File: src/i2cm_pkg.sv
package i2cm_pkg;

   localparam int DELAY_WIDTH_DEFAULT = 16;
   localparam int CSR_WIDTH = 16;
   localparam int QUEUE_DEPTH = 2;
   localparam int QUEUE_PTR_WIDTH = $clog2(QUEUE_DEPTH);
   localparam int QUEUE_COUNT_WIDTH = $clog2(QUEUE_DEPTH + 1);
   localparam logic [CSR_WIDTH-1:0] SHORT_DELAY_RESET = 16'd10;
   localparam logic [CSR_WIDTH-1:0] LONG_DELAY_RESET = 16'd180;

   typedef enum logic [2:0] {
      CMD_START   = 3'd0,
      CMD_STOP    = 3'd1,
      CMD_WRITE   = 3'd2,
      CMD_READ    = 3'd3,
      CMD_ACK     = 3'd4,
      CMD_NACK    = 3'd5,
      CMD_WAITACK = 3'd6
   } cmd_type;

   typedef enum logic [1:0] {
      OP_TICK    = 2'd0,
      OP_CMD     = 2'd1,
      OP_BAD_CMD = 2'd2
   } op_type;

   typedef enum logic {
      CSR_SHORT_DELAY = 1'b0,
      CSR_LONG_DELAY  = 1'b1
   } csr_index_type;

   typedef struct packed {
      op_type     op;
      cmd_type    command;
      logic [7:0] write_data;
      logic       sda_in;
   } word_type;

   typedef struct packed {
      logic       scl_level;
      logic       sda_level;
      logic       sda_drive;
      logic       busy_res;
      logic       done_res;
      logic [7:0] read_data;
      logic       ack_seen;
      logic       rejected;
   } res_type;

endpackage

File: src/i2cm_front.sv
module i2cm_front (
   input  logic                 req_valid,
   output logic                 req_ready,
   input  logic                 req_kind,
   input  logic [2:0]           req_command,
   input  logic [7:0]           req_write_data,
   input  logic                 req_sda_in,
   input  logic                 wr_ready,
   output logic                 wr_valid,
   output i2cm_pkg::word_type   wr_word
);

   assign req_ready = wr_ready;
   assign wr_valid  = req_valid;

   // Sort the word into a tick, a known command or an unknown command code.
   always_comb begin
      wr_word.command    = i2cm_pkg::cmd_type'(req_command);
      wr_word.write_data = req_write_data;
      wr_word.sda_in     = req_sda_in;
      if (!req_kind) begin
         wr_word.op = i2cm_pkg::OP_TICK;
      end else if (req_command <= 3'(i2cm_pkg::CMD_WAITACK)) begin
         wr_word.op = i2cm_pkg::OP_CMD;
      end else begin
         wr_word.op = i2cm_pkg::OP_BAD_CMD;
      end
   end

endmodule

File: src/i2cm_queue.sv
module i2cm_queue (
   input  logic                 clock,
   input  logic                 reset,
   input  logic                 wr_valid,
   output logic                 wr_ready,
   input  i2cm_pkg::word_type   wr_word,
   output logic                 rd_valid,
   input  logic                 rd_ready,
   output i2cm_pkg::word_type   rd_word
);

   i2cm_pkg::word_type store_ff [i2cm_pkg::QUEUE_DEPTH];
   logic [i2cm_pkg::QUEUE_PTR_WIDTH-1:0]   wr_ptr_ff, wr_ptr_in;
   logic [i2cm_pkg::QUEUE_PTR_WIDTH-1:0]   rd_ptr_ff, rd_ptr_in;
   logic [i2cm_pkg::QUEUE_COUNT_WIDTH-1:0] count_ff, count_in;
   logic push, pop;

   assign wr_ready = (count_ff < i2cm_pkg::QUEUE_COUNT_WIDTH'(i2cm_pkg::QUEUE_DEPTH));
   assign rd_valid = (count_ff != '0);
   assign rd_word  = store_ff[rd_ptr_ff];
   assign push     = wr_valid && wr_ready;
   assign pop      = rd_valid && rd_ready;

   always_comb begin
      wr_ptr_in = wr_ptr_ff;
      rd_ptr_in = rd_ptr_ff;
      count_in  = count_ff;
      if (push) begin
         wr_ptr_in = (wr_ptr_ff == i2cm_pkg::QUEUE_PTR_WIDTH'(i2cm_pkg::QUEUE_DEPTH - 1)) ?
                     '0 : wr_ptr_ff + 1'b1;
      end
      if (pop) begin
         rd_ptr_in = (rd_ptr_ff == i2cm_pkg::QUEUE_PTR_WIDTH'(i2cm_pkg::QUEUE_DEPTH - 1)) ?
                     '0 : rd_ptr_ff + 1'b1;
      end
      if (push && !pop) begin
         count_in = count_ff + 1'b1;
      end else if (pop && !push) begin
         count_in = count_ff - 1'b1;
      end
   end

   always_ff @(posedge clock) begin
      if (reset) begin
         wr_ptr_ff <= '0;
         rd_ptr_ff <= '0;
         count_ff  <= '0;
      end else begin
         wr_ptr_ff <= wr_ptr_in;
         rd_ptr_ff <= rd_ptr_in;
         count_ff  <= count_in;
      end
   end

   always_ff @(posedge clock) begin
      if (push) begin
         store_ff[wr_ptr_ff] <= wr_word;
      end
   end

endmodule

File: src/i2cm_engine.sv
module i2cm_engine #(
   parameter int DELAY_WIDTH = i2cm_pkg::DELAY_WIDTH_DEFAULT
) (
   input  logic                   clock,
   input  logic                   reset,
   input  logic                   q_valid,
   output logic                   q_ready,
   input  i2cm_pkg::word_type     q_word,
   input  logic [DELAY_WIDTH-1:0] short_delay,
   input  logic [DELAY_WIDTH-1:0] long_delay,
   output logic                   res_valid,
   input  logic                   res_ready,
   output i2cm_pkg::res_type      res
);

   typedef struct packed {
      logic scl;
      logic sda;
      logic lng;
   } line_type;

   // Line change made on entry to a phase, and whether the long hold follows.
   function automatic line_type phase_change(input i2cm_pkg::cmd_type c,
                                             input logic [3:0] p, input logic msb,
                                             input logic scl, input logic sda);
      line_type r;
      r.scl = scl;
      r.sda = sda;
      r.lng = 1'b0;
      case (c)
         i2cm_pkg::CMD_START: begin
            if (p == 4'd0) r.sda = 1'b1;
            else if (p == 4'd1) r.scl = 1'b1;
            else if (p == 4'd2) r.sda = 1'b0;
            else r.scl = 1'b0;
         end
         i2cm_pkg::CMD_STOP: begin
            if (p == 4'd0) r.scl = 1'b0;
            else if (p == 4'd1) r.sda = 1'b0;
            else if (p == 4'd2) r.scl = 1'b1;
            else r.sda = 1'b1;
         end
         i2cm_pkg::CMD_ACK, i2cm_pkg::CMD_NACK: begin
            if (p == 4'd0) r.scl = 1'b0;
            else if (p == 4'd1) r.sda = (c == i2cm_pkg::CMD_NACK);
            else if (p == 4'd2) r.scl = 1'b1;
            else if (p == 4'd3) r.scl = 1'b0;
            else r.sda = 1'b1;
         end
         i2cm_pkg::CMD_WAITACK: begin
            if (p == 4'd0) r.scl = 1'b0;
            else if (p == 4'd1) r.sda = 1'b1;
            else if (p == 4'd2) r.scl = 1'b1;
            else begin
               r.scl = 1'b0;
               r.lng = 1'b1;
            end
         end
         i2cm_pkg::CMD_READ: begin
            r.scl = (p == 4'd1);
            r.lng = 1'b1;
         end
         default: begin
            if (p == 4'd0) r.scl = 1'b0;
            else if (p == 4'd1) r.sda = msb;
            else if (p == 4'd2) r.scl = 1'b1;
            else if (p == 4'd3) r.scl = 1'b0;
            else r.sda = 1'b1;
         end
      endcase
      return r;
   endfunction

   i2cm_pkg::cmd_type      cmd_ff, cmd_in;
   logic [3:0]             phase_ff, phase_in;
   logic [3:0]             bits_ff, bits_in;
   logic [DELAY_WIDTH-1:0] delay_ff, delay_in;
   logic [7:0]             shift_ff, shift_in;
   logic                   scl_line_ff, scl_line_in;
   logic                   sda_line_ff, sda_line_in;
   logic                   drive_ff, drive_in;
   logic                   ack_ff, ack_in;
   logic                   busy_ff, busy_in;
   logic [7:0]             hold_ff, hold_in;
   logic                   valid_ff, valid_in;
   i2cm_pkg::res_type      res_ff, res_in;
   logic                   pop;

   // The output register frees its slot in the same cycle it is taken.
   assign q_ready   = !valid_ff || res_ready;
   assign pop       = q_valid && q_ready;
   assign res_valid = valid_ff;
   assign res       = res_ff;

   always_comb begin
      line_type               lc;
      logic                   run;
      logic                   fin;
      logic                   done_v;
      logic                   rej_v;
      logic [DELAY_WIDTH-1:0] dsel;
      cmd_in      = cmd_ff;
      phase_in    = phase_ff;
      bits_in     = bits_ff;
      delay_in    = delay_ff;
      shift_in    = shift_ff;
      scl_line_in = scl_line_ff;
      sda_line_in = sda_line_ff;
      drive_in    = drive_ff;
      ack_in      = ack_ff;
      busy_in     = busy_ff;
      hold_in     = hold_ff;
      run         = 1'b0;
      fin         = 1'b0;
      done_v      = 1'b0;
      rej_v       = 1'b0;
      dsel        = '0;
      if (pop) begin
         case (q_word.op)
            i2cm_pkg::OP_CMD, i2cm_pkg::OP_BAD_CMD: begin
               if (busy_ff) begin
                  rej_v = 1'b1;
               end else if (q_word.op == i2cm_pkg::OP_CMD) begin
                  cmd_in   = q_word.command;
                  phase_in = 4'd0;
                  bits_in  = 4'd0;
                  shift_in = (q_word.command == i2cm_pkg::CMD_WRITE) ?
                             q_word.write_data : 8'd0;
                  drive_in = !(q_word.command == i2cm_pkg::CMD_READ ||
                               q_word.command == i2cm_pkg::CMD_WAITACK);
                  busy_in  = 1'b1;
                  run      = 1'b1;
               end
            end
            i2cm_pkg::OP_TICK: begin
               if (busy_ff) begin
                  delay_in = delay_ff - 1'b1;
                  if (delay_in == '0) begin
                     case (cmd_ff)
                        i2cm_pkg::CMD_READ: begin
                           if (phase_ff == 4'd0) begin
                              phase_in = 4'd1;
                              bits_in  = 4'd0;
                           end else if (phase_ff == 4'd1) begin
                              shift_in = {shift_ff[6:0], q_word.sda_in};
                              phase_in = 4'd2;
                           end else begin
                              bits_in = bits_ff + 1'b1;
                              if (bits_in >= 4'd8) begin
                                 hold_in = shift_ff;
                                 fin     = 1'b1;
                              end else begin
                                 phase_in = 4'd1;
                              end
                           end
                        end
                        i2cm_pkg::CMD_WRITE: begin
                           if (phase_ff == 4'd0) begin
                              phase_in = 4'd1;
                              bits_in  = 4'd0;
                           end else if (phase_ff == 4'd1 || phase_ff == 4'd2) begin
                              phase_in = phase_ff + 1'b1;
                           end else if (phase_ff == 4'd3) begin
                              shift_in = {shift_ff[6:0], 1'b0};
                              bits_in  = bits_ff + 1'b1;
                              phase_in = (bits_in >= 4'd8) ? 4'd4 : 4'd1;
                           end else begin
                              fin = 1'b1;
                           end
                        end
                        default: begin
                           if (cmd_ff == i2cm_pkg::CMD_WAITACK && phase_ff == 4'd2) begin
                              ack_in = !q_word.sda_in;
                           end
                           // Of the commands stepped here, only ack has a fifth phase that releases SDA.
                           if (phase_ff >= ((cmd_ff == i2cm_pkg::CMD_ACK) ? 4'd4 : 4'd3)) begin
                              fin = 1'b1;
                           end else begin
                              phase_in = phase_ff + 1'b1;
                           end
                        end
                     endcase
                     if (fin) begin
                        busy_in  = 1'b0;
                        done_v   = 1'b1;
                        phase_in = 4'd0;
                     end else begin
                        run = 1'b1;
                     end
                  end
               end
            end
            default: begin
            end
         endcase
      end
      lc = phase_change(cmd_in, phase_in, shift_in[7], scl_line_ff, sda_line_ff);
      if (run) begin
         scl_line_in = lc.scl;
         sda_line_in = lc.sda;
         dsel        = lc.lng ? long_delay : short_delay;
         delay_in    = (dsel == '0) ? DELAY_WIDTH'(1) : dsel;
      end
      res_in.scl_level = scl_line_in;
      res_in.sda_level = sda_line_in;
      res_in.sda_drive = drive_in;
      res_in.busy_res  = busy_in;
      res_in.done_res  = done_v;
      res_in.read_data = hold_in;
      res_in.ack_seen  = ack_in;
      res_in.rejected  = rej_v;
      valid_in = pop ? 1'b1 : (valid_ff && !res_ready);
   end

   always_ff @(posedge clock) begin
      if (reset) begin
         cmd_ff      <= i2cm_pkg::CMD_START;
         phase_ff    <= '0;
         bits_ff     <= '0;
         delay_ff    <= '0;
         shift_ff    <= '0;
         scl_line_ff <= 1'b1;
         sda_line_ff <= 1'b1;
         drive_ff    <= 1'b1;
         ack_ff      <= 1'b0;
         busy_ff     <= 1'b0;
         hold_ff     <= '0;
         valid_ff    <= 1'b0;
      end else begin
         cmd_ff      <= cmd_in;
         phase_ff    <= phase_in;
         bits_ff     <= bits_in;
         delay_ff    <= delay_in;
         shift_ff    <= shift_in;
         scl_line_ff <= scl_line_in;
         sda_line_ff <= sda_line_in;
         drive_ff    <= drive_in;
         ack_ff      <= ack_in;
         busy_ff     <= busy_in;
         hold_ff     <= hold_in;
         valid_ff    <= valid_in;
      end
   end

   always_ff @(posedge clock) begin
      if (pop) begin
         res_ff <= res_in;
      end
   end

endmodule

File: src/i2c_master_bit_engine.sv
// I2C master bit engine. Each word on the req_ channel is either one time tick
// (req_kind low) or a new command (req_kind high: start, stop, write byte, read
// byte, ack, nack, wait for ack). Every accepted word yields exactly one word
// on the rsp_ channel, in order, carrying the SCL/SDA levels, the SDA drive
// enable, busy and done flags, the last read byte, the last ack and a flag for
// a command that came in while a sequence was still running.
// Throughput is one word per clock cycle while rsp_ready is high. An accepted word
// passes through the two-word queue between the decoder and the sequencer and
// then through the output register before it shows up on rsp_. If rsp_ready
// is held low, the queue absorbs two more words before req_ready drops;
// nothing is lost or repeated.
// The APB-style port holds the short and long hold counts (byte addresses 0
// and 4, reset 10 and 180 ticks); write them only while the engine is idle.
// Synchronous reset puts both lines high with SDA driven, clears the queue,
// the sequencer state and the output valid flag.
module i2c_master_bit_engine #(
   parameter int DELAY_WIDTH = i2cm_pkg::DELAY_WIDTH_DEFAULT
) (
   input  logic        clock,
   input  logic        reset,
   input  logic        req_valid,
   output logic        req_ready,
   input  logic        req_kind,
   input  logic [2:0]  req_command,
   input  logic [7:0]  req_write_data,
   input  logic        req_sda_in,
   output logic        rsp_valid,
   input  logic        rsp_ready,
   output logic        rsp_scl_level,
   output logic        rsp_sda_level,
   output logic        rsp_sda_drive,
   output logic        rsp_busy_res,
   output logic        rsp_done_res,
   output logic [7:0]  rsp_read_data,
   output logic        rsp_ack_seen,
   output logic        rsp_rejected,
   input  logic        psel,
   input  logic        penable,
   input  logic        pwrite,
   input  logic [2:0]  paddr,
   input  logic [31:0] pwdata,
   output logic [31:0] prdata,
   output logic        pready
);

   logic [i2cm_pkg::CSR_WIDTH-1:0] short_ff, short_in;
   logic [i2cm_pkg::CSR_WIDTH-1:0] long_ff, long_in;
   logic [31:0]                    short_ext, long_ext;
   logic                           csr_write;
   i2cm_pkg::csr_index_type        csr_index;

   logic               wr_valid, wr_ready, rd_valid, rd_ready;
   i2cm_pkg::word_type wr_word, rd_word;
   i2cm_pkg::res_type  res;

   assign pready    = 1'b1;
   assign csr_write = psel && penable && pwrite && pready;
   assign csr_index = i2cm_pkg::csr_index_type'(paddr[2]);

   always_comb begin
      short_in = short_ff;
      long_in  = long_ff;
      if (csr_write) begin
         case (csr_index)
            i2cm_pkg::CSR_SHORT_DELAY: short_in = pwdata[i2cm_pkg::CSR_WIDTH-1:0];
            i2cm_pkg::CSR_LONG_DELAY:  long_in  = pwdata[i2cm_pkg::CSR_WIDTH-1:0];
            default: begin
            end
         endcase
      end
   end

   always_comb begin
      case (csr_index)
         i2cm_pkg::CSR_SHORT_DELAY: prdata = 32'(short_ff);
         i2cm_pkg::CSR_LONG_DELAY:  prdata = 32'(long_ff);
         default:                   prdata = '0;
      endcase
   end

   always_ff @(posedge clock) begin
      if (reset) begin
         short_ff <= i2cm_pkg::SHORT_DELAY_RESET;
         long_ff  <= i2cm_pkg::LONG_DELAY_RESET;
      end else begin
         short_ff <= short_in;
         long_ff  <= long_in;
      end
   end

   // The hold counts are cut or zero-extended to the counter width.
   assign short_ext = 32'(short_ff);
   assign long_ext  = 32'(long_ff);

   i2cm_front u_front (
      .req_valid      (req_valid),
      .req_ready      (req_ready),
      .req_kind       (req_kind),
      .req_command    (req_command),
      .req_write_data (req_write_data),
      .req_sda_in     (req_sda_in),
      .wr_ready       (wr_ready),
      .wr_valid       (wr_valid),
      .wr_word        (wr_word)
   );

   i2cm_queue u_queue (
      .clock    (clock),
      .reset    (reset),
      .wr_valid (wr_valid),
      .wr_ready (wr_ready),
      .wr_word  (wr_word),
      .rd_valid (rd_valid),
      .rd_ready (rd_ready),
      .rd_word  (rd_word)
   );

   i2cm_engine #(
      .DELAY_WIDTH (DELAY_WIDTH)
   ) u_engine (
      .clock       (clock),
      .reset       (reset),
      .q_valid     (rd_valid),
      .q_ready     (rd_ready),
      .q_word      (rd_word),
      .short_delay (short_ext[DELAY_WIDTH-1:0]),
      .long_delay  (long_ext[DELAY_WIDTH-1:0]),
      .res_valid   (rsp_valid),
      .res_ready   (rsp_ready),
      .res         (res)
   );

   assign rsp_scl_level = res.scl_level;
   assign rsp_sda_level = res.sda_level;
   assign rsp_sda_drive = res.sda_drive;
   assign rsp_busy_res  = res.busy_res;
   assign rsp_done_res  = res.done_res;
   assign rsp_read_data = res.read_data;
   assign rsp_ack_seen  = res.ack_seen;
   assign rsp_rejected  = res.rejected;

   // A finished sequence leaves the engine idle.
   assert property (@(posedge clock) disable iff (reset)
      rsp_valid && rsp_done_res |-> !rsp_busy_res)
      else $error("done reported while still busy");

   // A rejected command never disturbs the running sequence.
   assert property (@(posedge clock) disable iff (reset)
      rsp_valid && rsp_rejected |-> rsp_busy_res)
      else $error("rejected command reported while idle");

   // Done comes from a tick, rejection from a command: never both at once.
   assert property (@(posedge clock) disable iff (reset)
      rsp_valid && rsp_done_res |-> !rsp_rejected)
      else $error("done and rejected in the same word");

endmodule

File: config.mk
export PLATFORM = sky130hd
export DESIGN_NAME = i2c_master_bit_engine
export DESIGN_NICKNAME = d
export VERILOG_FILES = /design/src/i2cm_pkg.sv /design/src/i2cm_front.sv /design/src/i2cm_queue.sv /design/src/i2cm_engine.sv /design/src/i2c_master_bit_engine.sv
export SDC_FILE = /design/constraint.sdc
export NUM_CORES = 1
export LEC_CHECK = 0
export BUFFER_PORTS_ARGS = -buffer_cell sky130_fd_sc_hd__buf_2
export CAP_MARGIN = 15
export CORE_AREA = 5 5 147 149
export DETAILED_ROUTE_END_ITERATION = 8
export DIE_AREA = 0 0 152 154
export HOLD_SLACK_MARGIN = 0.03
export PLACE_DENSITY = 0.61
export SLEW_MARGIN = 20
export SYNTH_ARGS = -nofsm -noshare
export SYNTH_HDL_FRONTEND = slang
export SYNTH_SLANG_ARGS = --single-unit
File: constraint.sdc
create_clock -name clock -period 5.57 [get_ports clock]
set_input_delay 0.2785 -clock clock [delete_from_list [all_inputs] [get_ports clock]]
set_output_delay 0.2785 -clock clock [all_outputs]
set_load 0.01 [all_outputs]
==> results of run 1 <==
-- how the worst min path moves through the flow --
stage                         from                endpoint
2_1_floorplan           req_sda_in  u_queue.store_ff[0][0]
3_3_place_gp   u_engine.bits_ff[3]     u_engine.bits_ff[3]
3_5_place_dp   u_engine.bits_ff[3]     u_engine.bits_ff[3]
4_1_cts          req_write_data[4]  u_queue.store_ff[0][5]
5_1_grt          req_write_data[3]  u_queue.store_ff[0][4]
6_report         req_write_data[4]  u_queue.store_ff[1][5]
-- Yosys cell counts (all sizes together) (3+ instances only) --
cell type,count
a21oi,53
o31ai,3
or3,7
nor2,75
nor4b,3
or2,3
mux2i,32
edfxtp,43
mux2,25
a21o,8
o31a,3
o21ai,21
o22ai,4
nand3b,5
nor2b,6
a211oi,21
dfxtp,86
nand2,96
nand4,6
a31oi,14
a221oi,4
and4,3
o41ai,3
and2,18
nand3,18
nand2b,7
xor2,12
clkbuf,30
nor3,21
inv,18
o221ai,3
buf,28
nor4,20
o211ai,3
ha,15
xnor2,14
-- sequential cells by signal (all words and copies together), names as in the netlist, named ones only --
name	count
u_engine.res_valid	1
u_queue.count_ff	2
u_engine.cmd_ff	3
u_engine.phase_ff	4
short_ff	16
u_engine.ack_ff	1
u_queue.wr_ptr_ff	1
u_engine.hold_ff	8
u_queue.rd_ptr_ff	1
u_engine.delay_ff	16
u_engine.res	15
u_queue.store_ff	28
u_engine.busy_ff	1
u_engine.bits_ff	4
u_engine.shift_ff	8
long_ff	16
u_engine.drive_ff	1
u_engine.sda_line_ff	1
u_engine.scl_line_ff	1
-- layer usage --
layer	vias up	routed length, um
met1	2619	8180
met3	14	687
met2	132	7680
li1	2804	-
met4	0	226
met5	-	0
-- kinds of logic (layout without fill, tap and decap cells) --
group / count (synthesis) / after routing / share of synthesized area, %
XOR/XNOR: 26 / 26 / 3.32
adder cells (fa/ha/maj): 15 / 15 / 2.74
multiplexers: 57 / 57 / 8.77
AO/OA/AOI/OAI: 159 / 159 / 15.0
flip-flops: 129 / 129 / 43.9
AND/OR/NAND/NOR: 292 / 292 / 20.5
other: 2 / 17 / 0.109
buffers and inverters: 76 / 125 / 5.58
-- stage by stage --
stage	hold WS, ns	power [uW]	worst slack [ns]	cells
detailed placement	0.464	2170	1.04	1058
floorplan	0.377	1920	1.54	771
global placement	0.453	2160	1.15	1058
global route	0.0374	3420	0.463	1090
finish	0.0519	3220	0.968	1090
CTS	0.0316	3250	1.03	1090
-- worst max-delay path, delay by kind of cell (launching register included) --
kind	cells	cell delay, ns
flip-flops	1	0.66
buffers and inverters	1	0.28
AND/OR/NAND/NOR	3	0.67
multiplexers	1	0.22
AO/OA/AOI/OAI	7	2.32
adder cells (fa/ha/maj)	1	0.29
-- report_power, final --
part / total [uW] / switching (uW) / internal [uW]
clock network: 1060 / 413 / 650
registers: 1260 / 118 / 1140
logic: 894 / 555 / 338
total: 3220 / 1090 / 2130
-- cell usage in the layout, fill, tap and decap left out, types with 4 or more instances in the layout --
master                      count
sky130_fd_sc_hd__buf_4          6
sky130_fd_sc_hd__edfxtp_1      43
sky130_fd_sc_hd__mux2_2        25
sky130_fd_sc_hd__nand3_1       18
sky130_fd_sc_hd__xor2_1        12
sky130_fd_sc_hd__a221oi_1       4
sky130_fd_sc_hd__nor3_1        20
sky130_fd_sc_hd__nor2b_1        5
sky130_fd_sc_hd__buf_2         69
sky130_fd_sc_hd__nand3b_1       5
sky130_fd_sc_hd__ha_1          15
sky130_fd_sc_hd__a211oi_1      21
sky130_fd_sc_hd__and2_1        18
sky130_fd_sc_hd__clkbuf_16     20
sky130_fd_sc_hd__nand4_1        6
sky130_fd_sc_hd__mux2i_1       32
sky130_fd_sc_hd__nand2b_1       7
sky130_fd_sc_hd__conb_1        17
sky130_fd_sc_hd__clkinv_4       4
sky130_fd_sc_hd__nor4_1        18
sky130_fd_sc_hd__nand2_1       96
sky130_fd_sc_hd__a31oi_1       14
sky130_fd_sc_hd__inv_1         18
sky130_fd_sc_hd__dfxtp_1       86
sky130_fd_sc_hd__o22ai_1        4
sky130_fd_sc_hd__a21oi_1       53
sky130_fd_sc_hd__or3_1          7
sky130_fd_sc_hd__xnor2_1       14
sky130_fd_sc_hd__nor2_1        73
sky130_fd_sc_hd__o21ai_0       19
sky130_fd_sc_hd__a21o_1         8
-- final cells by class --
cell class | instances | area, um^2 | area share (%)
multi-input combinational | 566 | 3530 | 44.5
sequential | 129 | 3010 | 38.1
clock buffer | 22 | 508 | 6.42
timing repair buffer | 75 | 390 | 4.93
tap | 270 | 338 | 4.27
clock inverter | 10 | 73.8 | 0.932
inverter | 18 | 67.6 | 0.853
==> PnR_summary.wiki, run 1 <==
{| class="wikitable"
! Metric !! Value
|-
| Number of buffers inserted by post-CTS setup repair || 0
|-
| Critical Path, Cell by Cell || nor2b_1 -> nand2b_1 -> ha_1 -> a211o_1 -> a31oi_1 -> o211ai_1 -> nor4_1 -> o21ai_0 -> a22oi_1 -> o311a_1 -> buf_4 -> mux2i_1 -> a21oi_1
|-
| Number of max-capacitance violations reported || 0
|-
| Run status || finished clean
|-
| Final setup violating endpoints || 0
|-
| Synthesis warning total || 0
|-
| CP Class || reg2reg
|-
| Number of enable flip-flop cells after synthesis || 43
|-
| Arrival @ worst endpoint || a little under 5 ns
|-
| Number of diodes || 0
|-
| Number of fillers in the final layout || between 2000 and 2500
|-
| Area growth from synthesis to layout || 15.4%
|-
| Share of Yosys cell area claimed by the top area cell type || between 20 and 30%
|-
| CTS tree || done
|-
| Final layout net count || 877
|-
| Post-DRT Antenna Nets || 0
|-
| Synth unique cells || between 60 and 70
|-
| Final Util || around 40%
|-
| Total negative slack for setup checks || 0 ns
|-
| Hpwl dp || between 10 and 15 mm
|-
| Minimum period implied by the final worst setup slack || ~4.6 ns
|-
| Proportion of layout cells with a drive suffix above 1 || between 15 and 20%
|-
| Initial Utilization || 34.2%
|-
| Reg clk slew, reported paths || roughly 0.060 ns
|-
| Avg Synthesized Cell Area || ~9.1 um^2
|-
| Final period util || around 83%
|-
| Largest fanout on the critical path || 16
|-
| Via count || approximately 5600
|-
| Number of detailed-route iterations in the first pass || 5
|-
| Top cells by area, synth || sky130_fd_sc_hd__dfxtp_1 25%, sky130_fd_sc_hd__edfxtp_1 19%, sky130_fd_sc_hd__nand2_1 5.3%
|-
| Min-delay worst type || in2reg
|-
| Most Crowded Layer GR || met2
|-
| Category of the worst setup path capture point || flip-flop
|-
| Cell area after placement || between 7000 and 8000 um^2
|-
| DRC Markers || 0
|-
| Highest Clock Rate || around 220 MHz
|-
| Share of async-settable or async-resettable flops after synthesis || 0%
|-
| Static leakage || about 0.0030 uW
|-
| Horizontal extent of the die || about 150 um
|-
| Vertical die dimension || about 150 um
|-
| Standard cell core area || around 20000 um^2
|-
| End of the critical path || u_engine.delay_ff[2]
|-
| Number of ports placed on the die boundary || roughly 110
|-
| Power density over the cells || between 400 and 500 nW/um^2
|-
| Worst slew margin relative to its limit || 30.6%
|-
| Most area-hungry cell type in the Yosys netlist || sky130_fd_sc_hd__dfxtp_1
|-
| Post-synthesis register bit count || about 130
|-
| Max Root-Sink Buffers || 2
|-
| Slew of the pin with the lowest slew margin || between 1 and 1.5 ns
|-
| Syn Std Cell Area || 6860 um^2
|-
| H-tree depth || 4
|-
| Category of the worst setup path launch point || flip-flop
|-
| Max-slew violations || 0
|-
| Met3 GRT Util || 2.73%
|-
| Final global-route overflow total || 0
|-
| Row Count || 52
|-
| GRT Util Overall || 14.4%
|-
| Hold violation count in the final report || 0
|-
| RR Endpoint || u_engine.delay_ff[2]
|-
| M2 GR Usage || between 20% and 30%
|-
| Commonest register cell after synthesis || sky130_fd_sc_hd__dfxtp_1
|-
| DR iter-0 viols || between 300 and 400
|-
| Proportion of synthesized chip area in sequential cells || 43.9%
|-
| Stage delay of the slowest cell on the critical path || between 0.7 and 0.8 ns
|-
| # clock sinks || between 100 and 150
|-
| Register-to-Register Path Depth || 13
|-
| Cell count after synthesis || approximately 760
|-
| Vias per inst || ~5.1
|-
| Average wire per standard cell || roughly 15 um
|-
| Pin count of the biggest net entering global routing || 67
|-
| Count of cells resized by post-cts repair || 0
|-
| Met1 routing resource usage after global routing || 20.1%
|-
| Initial antenna violation count || 0
|-
| Routability cong. || between 0.8 and 0.9
|-
| Startpoint of the lowest-slack register-to-register path || u_engine.cmd_ff[0]
|-
| Quantity of hold-fixing buffers added after cts || 0
|-
| Flop2flop setup slack || a little under 1 ns
|-
| Final instance area || ~7900 um^2
|-
| Die area || 23400 um^2
|-
| Via count of the first global-routing pass || about 5300
|-
| Worst-Skew Late Latency || approximately 0.42 ns
|-
| Port Buf Inserts || between 60 and 70
|-
| Critical-path cell with the highest stage delay || sky130_fd_sc_hd__o311a_1
|-
| CP startpoint || u_engine.cmd_ff[0]
|-
| CTS root buf || sky130_fd_sc_hd__clkbuf_16
|-
| CTS Buf Count || 17
|-
| Setup repair after global routing missed its margin || no
|-
| Maximum resistive drop on vdd || between 0.2 and 0.25 mV
|-
| Hold depth || 1
|-
| Max Clock Skew || 0.00940 ns
|-
| Worst Path Required || 5.84 ns
|-
| Total wire length || about 17 mm
|-
| Global-route wire length before repair || around 28 mm
|}
Note: power is estimated with default switching activity, not from simulation.
==> run 2, diff against run 1 <==
Settings changed: PLACE_DENSITY 0.61 to 0.63.
Clock period 5.57 ns to 4 ns, I/O delays scaled along.
==> PnR_summary.wiki, run 2 (synthesis results as in run 1) <==
{| class="wikitable"
! Metric !! Value
|-
| Proportion of layout cells with a drive suffix above 1 || around a fifth
|-
| RR Endpoint || u_engine.delay_ff[0]
|-
| Power density over the cells || 556 nW/um^2
|-
| CTS Buf Count || 17
|-
| Total wire length || 17.1 mm
|-
| CTS root buf || sky130_fd_sc_hd__clkbuf_16
|-
| Maximum resistive drop on vdd || 0.282 mV
|-
| Hpwl dp || roughly 12 mm
|-
| Final setup violating endpoints || 0
|-
| Category of the worst setup path launch point || flip-flop
|-
| Area growth from synthesis to layout || 22.4%
|-
| Min-delay worst type || in2reg
|-
| Average wire per standard cell || between 15 and 20 um
|-
| Standard cell core area || 20000 um^2
|-
| Largest fanout on the critical path || 18
|-
| H-tree depth || 4
|-
| Total negative slack for setup checks || 0 ns
|-
| Die area || 23400 um^2
|-
| Run status || finished clean
|-
| Total Power || about 4700 uW
|-
| Worst min-delay path startpoint || pwdata[6]
|-
| Highest Clock Rate || about 270 MHz
|-
| Worst-Skew Late Latency || about 0.42 ns
|-
| Register containing the most flip-flops in the final layout || u_queue.store_ff
|-
| Register-to-Register Path Depth || 14
|-
| Vias per inst || between 5 and 6
|-
| Setup repair after global routing missed its margin || no
|-
| Max Clock Skew || around 0.0050 ns
|-
| Flop2flop setup slack || roughly 0.30 ns
|-
| Number of ports placed on the die boundary || ~110
|-
| Post-DRT Antenna Nets || 0
|-
| Minimum period implied by the final worst setup slack || 3.70 ns
|-
| Number of max-capacitance violations reported || 0
|-
| DR iter-0 viols || roughly 380
|-
| Final Util || between 40% and 50%
|-
| Final global-route overflow total || 0
|-
| Number of flip-flops in the largest register || 28
|-
| Pin count of the biggest net entering global routing || 66
|-
| Hold depth || 3
|-
| # clock sinks || 129
|-
| Leading cell type in the layout, fill and taps excluded || sky130_fd_sc_hd__nand2_1
|-
| Startpoint of the lowest-slack register-to-register path || u_engine.cmd_ff[2]
|-
| CTS tree || done
|-
| Category of the worst setup path capture point || flip-flop
|-
| GRT Util Overall || around 15%
|-
| DRC Markers || 0
|-
| Global-route wire length before repair || about 28 mm
|-
| Most used cells in the layout excluding fill and tap cells || 96 x sky130_fd_sc_hd__nand2_1, 86 x sky130_fd_sc_hd__dfxtp_1, 74 x sky130_fd_sc_hd__nor2_1, 69 x sky130_fd_sc_hd__buf_2, 53 x sky130_fd_sc_hd__a21oi_1
|-
| Row Count || 52
|-
| Routability cong. || 0.909
|-
| Horizontal extent of the die || ~150 um
|-
| Via count of the first global-routing pass || ~5500
|-
| Final period util || about 92%
|-
| Final layout net count || between 900 and 1000
|-
| Arrival @ worst endpoint || 4.01 ns
|-
| Endpoint with the worst hold slack || long_ff[6]
|-
| Reg clk slew, reported paths || 0.06 ns
|-
| Static leakage || approximately 0.0032 uW
|-
| Max-slew violations || 0
|-
| Hold violation count in the final report || 0
|-
| Worst slew margin relative to its limit || roughly 27%
|-
| Initial Utilization || approximately a third
|-
| CP Class || reg2reg
|-
| Number of detailed-route iterations in the first pass || 5
|-
| Number of diodes || 0
|-
| Port Buf Inserts || between 60 and 70
|-
| Via count || ~5700
|-
| Max Root-Sink Buffers || 2
|-
| Worst Path Required || about 4.3 ns
|-
| Initial antenna violation count || 0
|-
| Vertical die dimension || 154 um
|-
| Slew of the pin with the lowest slew margin || between 1 and 1.5 ns
|}
==> run 2: cell count changes in the layout (fill, tap and decap cells not counted), sizes merged <==
cell and change:
bufinv +3, dlygate4sd3 +27, clkinvlp -2, clkbuf -1, buf +17
==> run 2: repair_timing <==
action	4_1_cts	5_1_grt
hold buffers	27	0
endpoints found under the setup margin	0	18
setup buffers	0	1
resized for setup	0	6
endpoints found under the hold margin	50	0
==> run 2: layout make-up <==
type | instances | area (um^2)
Clock buffer | 21 | 483
Clock inverter | 11 | 149
Fill cell | 2011 | 11600
Inverter | 18 | 67.6
Multi-Input combinational cell | 566 | 3550
Sequential cell | 129 | 3010
Tap cell | 270 | 338
Timing Repair Buffer | 119 | 801
==> run 2: per-layer routing <==
layer / routed length, um / vias to the layer above / track usage, %
met1: 8200 / 2656 / 19.8
met2: 7830 / 145 / 22.9
li1: - / 2894 / -
met4: 309 / 0 / 5.14
met3: 760 / 27 / 3.01
met5: 0 / - / 0
==> run 2: stage by stage <==
step           area (um^2)  setup slack, ns  hold slack (ns)  std cells
6_report              8400            0.301           0.0650       1134
2_1_floorplan         6920            0.129            0.299        771
5_1_grt               8400           0.0322           0.0722       1134
3_5_place_dp          7460            0.118            0.395       1074
3_3_place_gp          7460            0.245            0.390       1074
4_1_cts               8370           0.0983           0.0523       1133
==> run 2: worst max path at each step <==
stage / start / to / cells past startpoint
2_1_floorplan: flip-flop / u_engine.res[13] / 13
3_3_place_gp: u_engine.cmd_ff[2] / u_engine.delay_ff[0] / 14
3_5_place_dp: u_engine.cmd_ff[2] / u_engine.delay_ff[0] / 14
4_1_cts: u_engine.cmd_ff[2] / u_engine.delay_ff[0] / 14
5_1_grt: u_engine.cmd_ff[2] / u_engine.delay_ff[0] / 14
6_report: u_engine.cmd_ff[2] / u_engine.delay_ff[0] / 14
==> run 2: worst max-delay path, stage by stage, from the launching register on <==
cell and delay [ns]:
sky130_fd_sc_hd__dfxtp_1 0.38, sky130_fd_sc_hd__nor2b_1 0.19, sky130_fd_sc_hd__nand2b_1 0.14, sky130_fd_sc_hd__ha_1 0.37, sky130_fd_sc_hd__a211o_1 0.35, sky130_fd_sc_hd__a31oi_2 0.21
sky130_fd_sc_hd__o211ai_1 0.21, sky130_fd_sc_hd__nor4_1 0.28, sky130_fd_sc_hd__o21ai_0 0.20, sky130_fd_sc_hd__a22oi_2 0.29, sky130_fd_sc_hd__o311a_1 0.25, sky130_fd_sc_hd__buf_12 0.18
sky130_fd_sc_hd__mux2i_1 0.21, sky130_fd_sc_hd__a211oi_1 0.10, sky130_fd_sc_hd__a41o_1 0.23
==> run 2: power by group <==
part / leakage, uW / internal (uW) / switching, uW
clock network: 0.000312 / 1060 / 575
logic: 0.00182 / 510 / 794
registers: 0.00110 / 1590 / 147
==> run 3, diff against run 2 <==
Settings changed: CORE_AREA 5 5 147 149 to 2 2 144 146, DIE_AREA 0 0 152 154 to 0 0 146 148, PLACE_DENSITY 0.63 to not set, PLACE_DENSITY_LB_ADDON set to 0.12.
==> PnR_summary.wiki, run 3 (synthesis results as in run 1) <==
{| class="wikitable"
! Metric !! Value
|-
| Max Clock Skew || about 0.012 ns
|-
| Worst slew margin relative to its limit || 45.5%
|-
| Leading cell type in the layout, fill and taps excluded || sky130_fd_sc_hd__nand2_1
|-
| Via count of the first global-routing pass || 5713
|-
| Max Root-Sink Buffers || 2
|-
| Vias per inst || 5.09
|-
| Final setup violating endpoints || 0
|-
| Final instance area || approximately 8400 um^2
|-
| Row Count || 52
|-
| Register containing the most flip-flops in the final layout || u_queue.store_ff
|-
| Arrival @ worst endpoint || around 4.0 ns
|-
| Vertical die dimension || 148 um
|-
| Number of diodes || 0
|-
| Area occupied by registers || about 3000 um^2
|-
| Average wire per standard cell || 16.2 um
|-
| Hpwl dp || roughly 13 mm
|-
| Reg clk slew, reported paths || 0.06 ns
|-
| Category of the worst setup path launch point || flip-flop
|-
| Final global-route overflow total || 0
|-
| Pre-CTS setup slack || between 0.08 and 0.09 ns
|-
| Routability cong. || around 0.9
|-
| Die area || about 22000 um^2
|-
| Number of flip-flops in the largest register || 28
|-
| Global-route wire length before repair || around 30 mm
|-
| Area growth from synthesis to layout || 22.8%
|-
| Static leakage || approximately 0.0033 uW
|-
| Proportion of layout cells with a drive suffix above 1 || between 20% and 30%
|-
| Category of the worst setup path capture point || flip-flop
|-
| Highest Clock Rate || about 260 MHz
|-
| Initial antenna violation count || 0
|-
| Minimum period implied by the final worst setup slack || around 3.8 ns
|-
| Largest fanout on the critical path || 6
|-
| CP Class || reg2reg
|-
| Critical-path cell with the highest stage delay || sky130_fd_sc_hd__dfxtp_1
|-
| Slew of the pin with the lowest slew margin || around 0.8 ns
|-
| Final Worst Setup Slack || 0.189 ns
|-
| Maximum resistive drop on vdd || between 0.2 and 0.3 mV
|-
| DRC Markers || 0
|-
| GRT Util Overall || between 10% and 20%
|-
| Max-slew violations || 0
|-
| Number of ports placed on the die boundary || 105
|-
| Standard cell core area || approximately 20000 um^2
|-
| Run status || finished clean
|-
| Via count || approximately 5800
|-
| Fin Hold WS || approximately 0.047 ns
|-
| # clock sinks || 129
|-
| Post-DRT Antenna Nets || 0
|-
| Port Buf Inserts || just under 70
|-
| Number of max-capacitance violations reported || 0
|-
| Stage delay of the slowest cell on the critical path || 0.39 ns
|-
| CTS tree || done
|-
| Worst Path Required || approximately 4.1 ns
|-
| DR iter-0 viols || 310
|-
| CTS root buf || sky130_fd_sc_hd__clkbuf_16
|-
| Final period util || about 95%
|-
| Number of detailed-route iterations in the first pass || 4
|-
| Power density over the cells || approximately 560 nW/um^2
|-
| Worst-Skew Late Latency || between 0.4 and 0.5 ns
|-
| Min-delay worst type || in2reg
|-
| H-tree depth || 4
|-
| CTS Buf Count || 17
|-
| Pin count of the biggest net entering global routing || 39
|-
| Total wire length || 18.4 mm
|-
| Number of fillers in the final layout || 2024
|-
| Initial Utilization || roughly 34%
|-
| Horizontal extent of the die || ~150 um
|-
| Most used cells in the layout excluding fill and tap cells || 96 x sky130_fd_sc_hd__nand2_1, 86 x sky130_fd_sc_hd__dfxtp_1, 73 x sky130_fd_sc_hd__nor2_1, 69 x sky130_fd_sc_hd__buf_2, 53 x sky130_fd_sc_hd__a21oi_1
|-
| Critical Path, Cell by Cell || nor2b_2 -> nand2b_1 -> ha_1 -> a211o_1 -> a31oi_4 -> nor2_1 -> o31a_1 -> o21ai_0 -> a41oi_2 -> or3_1 -> a32oi_1 -> o21ai_0
|-
| Final layout net count || 926
|-
| Hold violation count in the final report || 0
|-
| Area occupied by multi-input gates || roughly 3600 um^2
|-
| Cell area after placement || 7500 um^2
|-
| Most prevalent standard cell on the critical path || sky130_fd_sc_hd__o21ai_0
|}
[run 3: report_power, final]
part	internal, uW	total [uW]	switching, uW
clock network	1040	1620	584
registers	1590	1740	145
logic	531	1370	836
total	3160	4730	1570
[run 3: worst paths after layout]
kind	from	end	slack, ns	cells after the start
worst max-delay path	u_engine.cmd_ff[2]	u_engine.res[13]	0.19	12
worst min-delay path	pwdata[0]	short_ff[0]	0.05	3
worst max register to register	u_engine.cmd_ff[2]	u_engine.res[13]	0.19	12
worst min register to register	u_engine.bits_ff[3]	u_engine.bits_ff[3]	0.48	2
[run 3: cell type report]
class | instances | area share [%]
multi-input cells | 566 | 42.3
flip-flops and latches | 129 | 35.7
repair buffers | 124 | 9.74
clock buffers | 21 | 5.60
well taps | 270 | 4.01
clock inverters | 11 | 1.78
inverters | 18 | 0.802
[run 3: routing by layer]
metal / track usage, % / up-vias / part of all wire (%)
li1: - / 2904 / -
met1: 21.7 / 2745 / 47
met2: 29.1 / 131 / 47
met3: 3.40 / 21 / 3.9
met4: 5.49 / 0 / 1.9
met5: 0 / - / 0
[run 3: worst max-delay path, delay by kind of cell (launching register included)]
family	cells	cell delay, ns
flip-flops	1	0.39
AND/OR/NAND/NOR	4	0.75
AO/OA/AOI/OAI	7	2.01
adder cells (fa/ha/maj)	1	0.39
[run 3: timing repair]
| action | CTS | global route |
|---|---|---|
| setup buffers | 0 | 1 |
| setup endpoints to repair | 0 | 19 |
| hold buffers | 25 | 0 |
| hold endpoints to repair | 47 | 0 |
| resized for setup | 0 | 7 |
[run 3: per-stage QoR]
step / instances / setup TNS, ns / power (uW) / utilization, %
after floorplan: 771 / 0 / 2680 / -
after global placement: 1081 / 0 / 3070 / 37.4
after detailed placement: 1081 / 0 / 3100 / 37.4
after CTS: 1138 / 0 / 4770 / 41.8
after global routing: 1139 / -0.0363 / 5010 / 42.1
final: 1139 / 0 / 4730 / 42.1
